**src/sv/bgwc_pkg.sv**
```systemverilog
// Package: shared types and constants for the box/gaussian window filter.
package bgwc_pkg;

  localparam logic [1:0] STATUS_OK      = 2'd0;
  localparam logic [1:0] STATUS_BAD_WIN = 2'd1;
  localparam logic [1:0] STATUS_OUTSIDE = 2'd2;

  localparam logic OP_WRITE   = 1'b0;
  localparam logic OP_COMPUTE = 1'b1;

  localparam logic MODE_BOX   = 1'b0;
  localparam logic MODE_GAUSS = 1'b1;

  localparam int unsigned WIN_LIMIT = 11;
  localparam int unsigned WIN_LOW   = 3;

  localparam logic [1:0] REG_WIDTH  = 2'd0;
  localparam logic [1:0] REG_HEIGHT = 2'd1;
  localparam logic [1:0] REG_WINDOW = 2'd2;
  localparam logic [1:0] REG_MODE   = 2'd3;

  // Widest sum: 121 taps * 255 * 2^10 fits in 36 bits.
  localparam int unsigned SUM_W = 36;

  typedef enum logic [2:0] {
    ST_IDLE,
    ST_ACC,
    ST_DRAIN,
    ST_DIV,
    ST_OUT
  } state_t;

  typedef struct packed {
    logic                   start;
    logic [SUM_W-1:0]       wsum;
    logic [3*SUM_W-1:0]     sums;
  } div_req_t;

  typedef struct packed {
    logic       done;
    logic [7:0] red;
    logic [7:0] green;
    logic [7:0] blue;
  } div_rsp_t;

endpackage

```
**src/sv/bgwc_div.sv**
```systemverilog
// Shared restoring divider: three channel sums by one weight sum, one bit a cycle.
module bgwc_div
  import bgwc_pkg::*;
(
  input  logic     clk,
  input  logic     rst,
  input  div_req_t req,
  output div_rsp_t rsp
);

  localparam int unsigned CNT_W = $clog2(SUM_W + 1);

  logic [SUM_W-1:0] num [3];
  logic [SUM_W-1:0] rem [3];
  logic [SUM_W-1:0] den;
  logic [CNT_W-1:0] cnt;
  logic             busy;
  logic             done_q;
  logic [SUM_W:0]   trial [3];

  always_comb begin
    for (int i = 0; i < 3; i++) begin
      trial[i] = {rem[i], num[i][SUM_W-1]} - {1'b0, den};
    end
  end

  always_ff @(posedge clk) begin
    if (rst) begin
      busy <= 1'b0;
      done_q <= 1'b0;
      cnt <= '0;
    end else begin
      done_q <= 1'b0;
      if (req.start) begin
        busy <= 1'b1;
        cnt <= CNT_W'(SUM_W);
        den <= req.wsum;
        for (int i = 0; i < 3; i++) begin
          num[i] <= req.sums[i*SUM_W +: SUM_W];
          rem[i] <= '0;
        end
      end else if (busy) begin
        for (int i = 0; i < 3; i++) begin
          if (!trial[i][SUM_W]) begin
            rem[i] <= trial[i][SUM_W-1:0];
            num[i] <= {num[i][SUM_W-2:0], 1'b1};
          end else begin
            rem[i] <= {rem[i][SUM_W-2:0], num[i][SUM_W-1]};
            num[i] <= {num[i][SUM_W-2:0], 1'b0};
          end
        end
        cnt <= cnt - 1'b1;
        if (cnt == CNT_W'(1)) begin
          busy <= 1'b0;
          done_q <= 1'b1;
        end
      end
    end
  end

  // quotient bits land in num; channel order red, green, blue
  assign rsp.done  = done_q;
  assign rsp.red   = num[2][7:0];
  assign rsp.green = num[1][7:0];
  assign rsp.blue  = num[0][7:0];

endmodule

```
**config.mk**
```make
export PLATFORM = sky130hd
export DESIGN_NAME = bgwc_div
export DESIGN_NICKNAME = d
export VERILOG_FILES = /design/src/sv/bgwc_pkg.sv /design/src/sv/bgwc_div.sv
export SDC_FILE = /design/constraint.sdc
export NUM_CORES = 1
export LEC_CHECK = 0
export ABC_AREA = 0
export BUFFER_PORTS_ARGS = -buffer_cell sky130_fd_sc_hd__buf_2
export CAP_MARGIN = 5
export CORE_ASPECT_RATIO = 0.6
export CORE_MARGIN = 3
export CORE_UTILIZATION = 60
export CTS_BUF_LIST = sky130_fd_sc_hd__clkbuf_16
export DETAILED_ROUTE_END_ITERATION = 7
export PLACE_DENSITY = 0.81
export SLEW_MARGIN = 0
export SYNTH_ARGS = -nofsm -noshare
export SYNTH_HDL_FRONTEND = slang
export SYNTH_SLANG_ARGS = --single-unit
```
**constraint.sdc**
```tcl
create_clock -name clk -period 5.6 [get_ports clk]
set_input_delay 0.28 -clock clk [delete_from_list [all_inputs] [get_ports clk]]
set_output_delay 0.28 -clock clk [all_outputs]
set_load 0.05 [all_outputs]
```
==> reports/metrics.yaml, run 1 <==
status: "complete, no violations"
multiInputGateArea_mm2: 0.00854
ys_top_cells_by_count: "nand2_1, edfxtp_1, nor2_1"
clock_latency_ns: 0.56
fillers: 2000
track_usage: 0.295
skew_ns: 0.0166
yosysTopAreaCellShare: 0.444
placed_cells: 2172
cap_violations: 0
dr.first_iter.drc_count: 1622
path_class: "flop to flop"
critPathLaunchType: "flop"
port_buffers: 171
start_util: 0.613
sw_frac_of_total: 0.307
die-area_mm2: 0.0304
synthFlopType: "edfxtp_1"
grt_max_degree: 74
power_mw: 5.50
fin_crit_ns: 4.19
num_rows: 47
vias: 14100
cp.arrival_ns: 4.48
netlist_instances: 1727
p_switching_mw: 1.69
place_hpwl_mm: 30.8
io_pins: 172
final_cells: 2316
rsz0062_at_grt: "false"
htreeDepth: 1
drc_errors: 0
holdPathStages: 3
dieWidth_um: 223
ir_worst_vdd_mv: 0.239
grt_pass1_vias: 13200
drive_gt1_frac: 0.144
grt_pass1_wl_mm: 71.4
core_area_mm2: 0.0277
reg2regPathDepth: 13
worstReg2RegEnd: "rem[2][17]"
ys_warn_count: 0
clock_power_share: 0.321
ys_seq_area_frac: 0.454
cts.reportedPaths.clkPinSlew_ns: 0.06
synth_nets: 1987
synth_area_mm2: 0.0170
r2r_slack_ns: 1.41
yosysTopAreaCell: "edfxtp_1"
syn_to_final_growth_pct: 15.8
combPwrFrac: 0.253
n_antenna_cell: 0
wirelength_mm: 46.2
crit_required_ns: 5.88
period_share: 0.749
gp_congestion: 0.937
async_flop_share: 0
area.sequential_mm2: 0.00772
cts_tree: "done"
postRouteAntennaNets: 0
cts_made_buffers: 27
cts_resized: 0
hold_ws_ns: 0.0120
viasPerCell: 6.09
antenna_found_initial: 1
max_freq_mhz: 238
slew_viol_final: 0
timing.rr.start: "den[1]"
setup_viol: 0
critPathMaxFanout: 25
ys_types: 82
fp.dieH_um: 136
cp-end-kind: "flop"
synth_edf_count: 251
power_density_mw_per_mm2: 280
clockBufferDepth: 3
syn_area_per_cell_um2: 9.84
cts_sinks: 260
fin_nets: 2188
hp-start: "req[12]"
drt-wirelength-per-cell_um: 19.9
ys_seq_elements: 260
synth_area_leaders: "edfxtp_1, ha_1, nand2_1, mux2i_1, a21oi_1"
pwr-share-seq: 0.426
overflow: 0
fin_setup_tns_ns: 0
intPower_mw: 3.81
relSlewSlack: 0.235
leakage_nw: 8.49
drt_pre_antenna_iters: 6
worst_pin_slew_ns: 1.14
hold_viol: 0
whs_endpoint: "num[0][12]"
hold_class: "input port to flop"
clock-root-buffer: "clkbuf_16"
synth.most_common_cell: "nand2_1"
==> worst max-delay path: stages (launching register included) <==
cell and delay (ns):
edfxtp_1 0.45, inv_1 0.17, fa_1 0.48, a21o_1 0.19, a41o_1 0.27, o211ai_1 0.21
a21o_1 0.21, a21oi_1 0.14, a21o_1 0.23, o31ai_2 0.41, xnor2_4 0.40, buf_4 0.46
mux2i_1 0.25, nor2_1 0.06
==> power by group through the flow <==
stage	Clock (mW)	Sequential [mW]	Combinational [mW]
after floorplan	0	2.36	1.02
after global placement	0	2.37	1.26
final	1.77	2.34	1.39
after detailed placement	0	2.37	1.30
after CTS	1.78	2.34	1.36
after global routing	1.86	2.35	1.52
==> per-stage QoR <==
| stage | util | area [µm²] | worst slack (ns) |
|---|---|---|---|
| finish | 0.710 | 19700 | 1.41 |
| global route | 0.710 | 19700 | 1.13 |
| CTS | 0.710 | 19700 | 1.44 |
| detailed placement | 0.646 | 17900 | 1.48 |
| global placement | 0.646 | 17900 | 1.58 |
| floorplan | - | 17000 | 1.40 |
==> worst max path at each step <==
stage	slack, ns	startpoint	end
global placement	1.58	num[2][35]	rem[2][6]
floorplan	1.40	busy	num[1][0]
detailed placement	1.48	num[2][35]	rem[2][3]
global route	1.13	den[1]	rem[2][9]
CTS	1.44	num[2][35]	rem[2][17]
finish	1.41	den[1]	rem[2][17]
==> per-layer routing <==
layer	vias to the layer above	GRT usage	share of wire
li1	6619	-	-
met1	6726	0.449	0.45
met2	676	0.446	0.44
met3	89	0.0451	0.086
met4	0	0.0688	0.024
met5	-	0	0
==> logic make-up after synthesis <==
family	synth area share
buffers and inverters	0.0468
AOI/OAI and AO/OA	0.175
muxes	0.0352
DFF	0.454
adders and majority gates	0.0845
xor gates and xnor gates	0.0488
and+or+nand+nor	0.156
==> registers in the layout, summed over array words and instances, names as in the netlist <==
name,cells
num,108
rem,108
den,36
cnt,6
busy,1
done_q,1
==> repair_timing <==
item / 4_1_cts / 5_1_grt
buffers inserted: 0 / 0
endpoints found under the hold margin: 94 / 0
hold buffers: 94 / 0
==> placed cells by master (no fill, tap or decap), types with 58 or more instances in the layout <==
| cell type | instances |
|---|---|
| a21o_1 | 63 |
| a21oi_1 | 104 |
| buf_2 | 171 |
| dlygate4sd3_1 | 94 |
| edfxtp_1 | 251 |
| ha_1 | 110 |
| inv_1 | 66 |
| nand2_1 | 349 |
| nor2_1 | 134 |
| xnor2_1 | 58 |
==> cell type report <==
type                       count  area share
clock buffer                  27      0.0343
clock inverter                23     0.00859
inverter                      63      0.0120
multi-input combinational   1301       0.434
sequential                   260       0.392
tap                          367      0.0233
timing repair buffer         275      0.0952
Note: power is estimated with default switching activity, not from simulation.
==> run 2, diff against run 1 <==
--- a/config.mk
+++ b/config.mk
@@ -10,10 +10,10 @@
 export CAP_MARGIN = 5
 export CORE_ASPECT_RATIO = 0.6
 export CORE_MARGIN = 3
-export CORE_UTILIZATION = 60
+export CORE_UTILIZATION = 55
 export CTS_BUF_LIST = sky130_fd_sc_hd__clkbuf_16
 export DETAILED_ROUTE_END_ITERATION = 7
-export PLACE_DENSITY = 0.81
+export PLACE_DENSITY = 0.78
 export SLEW_MARGIN = 0
 export SYNTH_ARGS = -nofsm -noshare
 export SYNTH_HDL_FRONTEND = slang
==> constraint.sdc (replaced) <==
create_clock -name clk -period 3.55 [get_ports clk]
set_input_delay 0.1775 -clock clk [delete_from_list [all_inputs] [get_ports clk]]
set_output_delay 0.1775 -clock clk [all_outputs]
set_load 0.05 [all_outputs]
==> reports/metrics.yaml, run 2 (synthesis gave the netlist of run 1 again) <==
status: "finished with violations"
violations: "setup timing"
syn_to_final_growth_pct: 28.0
htreeDepth: 1  # unchanged
slowest_stage: "or4b_2"
mostFrequentLayoutCells: "nand2_1, edfxtp_1, buf_2"
worst_pin_slew_ns: 0.996  # -0.148 ns
pwr-share-seq: 0.395  # -0.031
cts_sinks: 260  # unchanged
grt_pass1_vias: 14400  # +8.9%
viasPerCell: 6.00  # -1.6%
drt_pre_antenna_iters: 6  # unchanged
intPower_mw: 6.48  # +70%
track_usage: 0.293  # -0.00159
dr.first_iter.drc_count: 1598  # -1.5%
finalCoreUtilization: 0.721  # +0.0109
layout_setup_ws_ns: -0.0929  # -1.50 ns
sw_frac_of_total: 0.309  # +0.00173
place_hpwl_mm: 31.4  # +1.9%
combPwrFrac: 0.286  # +0.033
path_class: "flop to flop"
drive_gt1_frac: 0.228  # +0.0841
period_share: 1.03  # +0.277
clockBufferDepth: 3  # unchanged
skew_ns: 0.0197  # +0.00310 ns
drc_errors: 0  # unchanged
gp_congestion: 0.947  # +1.1%
hold_class: "input port to flop"
fp.dieH_um: 142  # +4.3%
leakage_nw: 9.39  # +11%
clock-root-buffer: "clkbuf_16"
crit_chain: "buf_6 -> ha_4 -> fa_2 -> nand2b_4 -> a21oi_4 -> a31o_4 -> o31ai_4 -> o221ai_2 -> o41ai_4 -> xnor2_4 -> buf_12 -> or4b_2 -> o211ai_1"
port_buffers: 171  # unchanged
layout_commonest_cell: "nand2_1"
ir_worst_vdd_mv: 0.435  # +82%
fin_nets: 2338  # +6.9%
power_density_mw_per_mm2: 431  # +54%
io_pins: 172  # unchanged
max_freq_mhz: 275  # +15%
p_switching_mw: 2.90  # +72%
grt_pass1_wl_mm: 77.2  # +8.2%
wirelength_mm: 51.2  # +11%
hold_ws_ns: 0.324  # +0.312 ns
critPathMaxFanout: 7  # -72%
die-area_mm2: 0.0331  # +8.8%
cts_made_buffers: 26  # -3.7%
hold_viol: 0  # unchanged
antenna_found_initial: 1  # unchanged
dpl_worst_slack_ns: -0.0912  # -1.57 ns
num_rows: 49  # +4.3%
clock_power_share: 0.319  # -0.002
drt-wirelength-per-cell_um: 20.4  # +2.4%
relSlewSlack: 0.333  # +0.0983
cts.reportedPaths.clkPinSlew_ns: 0.07  # about the same
grt_max_degree: 74  # unchanged
start_util: 0.563  # -0.0502
setup_viol: 53  # +53
cp.arrival_ns: 4.04  # -0.44 ns
fin_crit_ns: 3.64  # -0.551 ns
clock_latency_ns: 0.57  # about the same
max_stage_delay_ns: 0.60  # +0.12 ns
core_area_mm2: 0.0302  # +8.9%
postRouteAntennaNets: 0  # unchanged
critPathLaunchType: "flop"
cp-end-kind: "flop"
rsz0062_at_grt: "true"
power_mw: 9.38  # +71%
vias: 15000  # +6.6%
fin_setup_tns_ns: -1.56  # -1.56 ns
crit_required_ns: 3.95  # -1.93 ns
cts_tree: "done"
dieWidth_um: 233  # +4.3%
top_regs: "num: 108 flops, rem: 108 flops, den: 36 flops"
cap_violations: 0  # unchanged
overflow: 0  # unchanged
slew_viol_final: 0  # unchanged
## run 2: changes by cell type in the layout (fill, tap and decap cells not counted), moves of 6 or more
cell / before / now
mux2_4: 3 / 9
dlygate4sd3_1: 94 / 146
buf_4: 10 / 79
a21oi_1: 104 / 92
o21ai_0: 52 / 46
buf_12: 0 / 10
inv_2: 0 / 18
nand2_1: 349 / 314
nand2_2: 0 / 30
inv_1: 66 / 44
mux2i_1: 53 / 47
a21oi_2: 15 / 26
## run 2: metrics by stage
stage / area [µm²] / cells
after CTS: 21100 / 2485
after global placement: 18500 / 2276
after floorplan: 17000 / 1727
final: 21700 / 2509
after detailed placement: 18500 / 2276
after global routing: 21700 / 2506
## run 2: worst paths after layout
path                  from         end  slack [ns]  depth (start not counted)
setup / recovery    den[0]  rem[1][31]       -0.09                         13
hold / removal    req[111]      den[3]        0.32                          2
setup reg to reg    den[0]  rem[1][31]       -0.09                         13
hold reg to reg     cnt[1]      cnt[1]        0.49                          2
## run 2: power by group through the flow
stage	registers, mW	logic [mW]	clock network [mW]
2_1_floorplan	3.72	1.60	0
3_3_place_gp	3.74	2.11	0
3_5_place_dp	3.75	2.17	0
4_1_cts	3.68	2.40	2.98
5_1_grt	3.72	2.87	3.13
6_report	3.71	2.68	3.00
## run 2: layer usage
metal	routed length [µm]	GRT usage	share of wire	vias to the layer above
met5	17	0	0.00033	-
met4	1660	0.0861	0.032	2
met3	4990	0.0702	0.097	153
met2	23000	0.450	0.45	779
met1	21500	0.418	0.42	7170
li1	-	-	-	6942
## run 2: timing repair
action,4_1_cts,5_1_grt
pin swaps,11,57
endpoints found under the setup margin,70,109
hold buffers,146,0
endpoints found under the hold margin,151,0
buffers inserted,6,17
resized for setup,13,122
cloned,9,4
## run 2: cell type report
| cell class | count | area, µm² |
|---|---|---|
| antenna | 3 | 7.51 |
| clock buffer | 29 | 726 |
| clock inverter | 19 | 180 |
| fill | 2064 | 8410 |
| inverter | 63 | 245 |
| multi-input combinational | 1308 | 9020 |
| sequential | 260 | 7720 |
| tap | 408 | 510 |
| timing repair buffer | 419 | 3340 |
## run 2: worst max-delay path: cells and delay by family (launching register included)
| kind | cells | cell delay [ns] |
|---|---|---|
| compound gates | 6 | 1.40 |
| xor+xnor | 1 | 0.17 |
| fa+ha+maj | 2 | 0.38 |
| buf+inv | 2 | 0.32 |
| flops | 1 | 0.44 |
| simple gates | 2 | 0.75 |
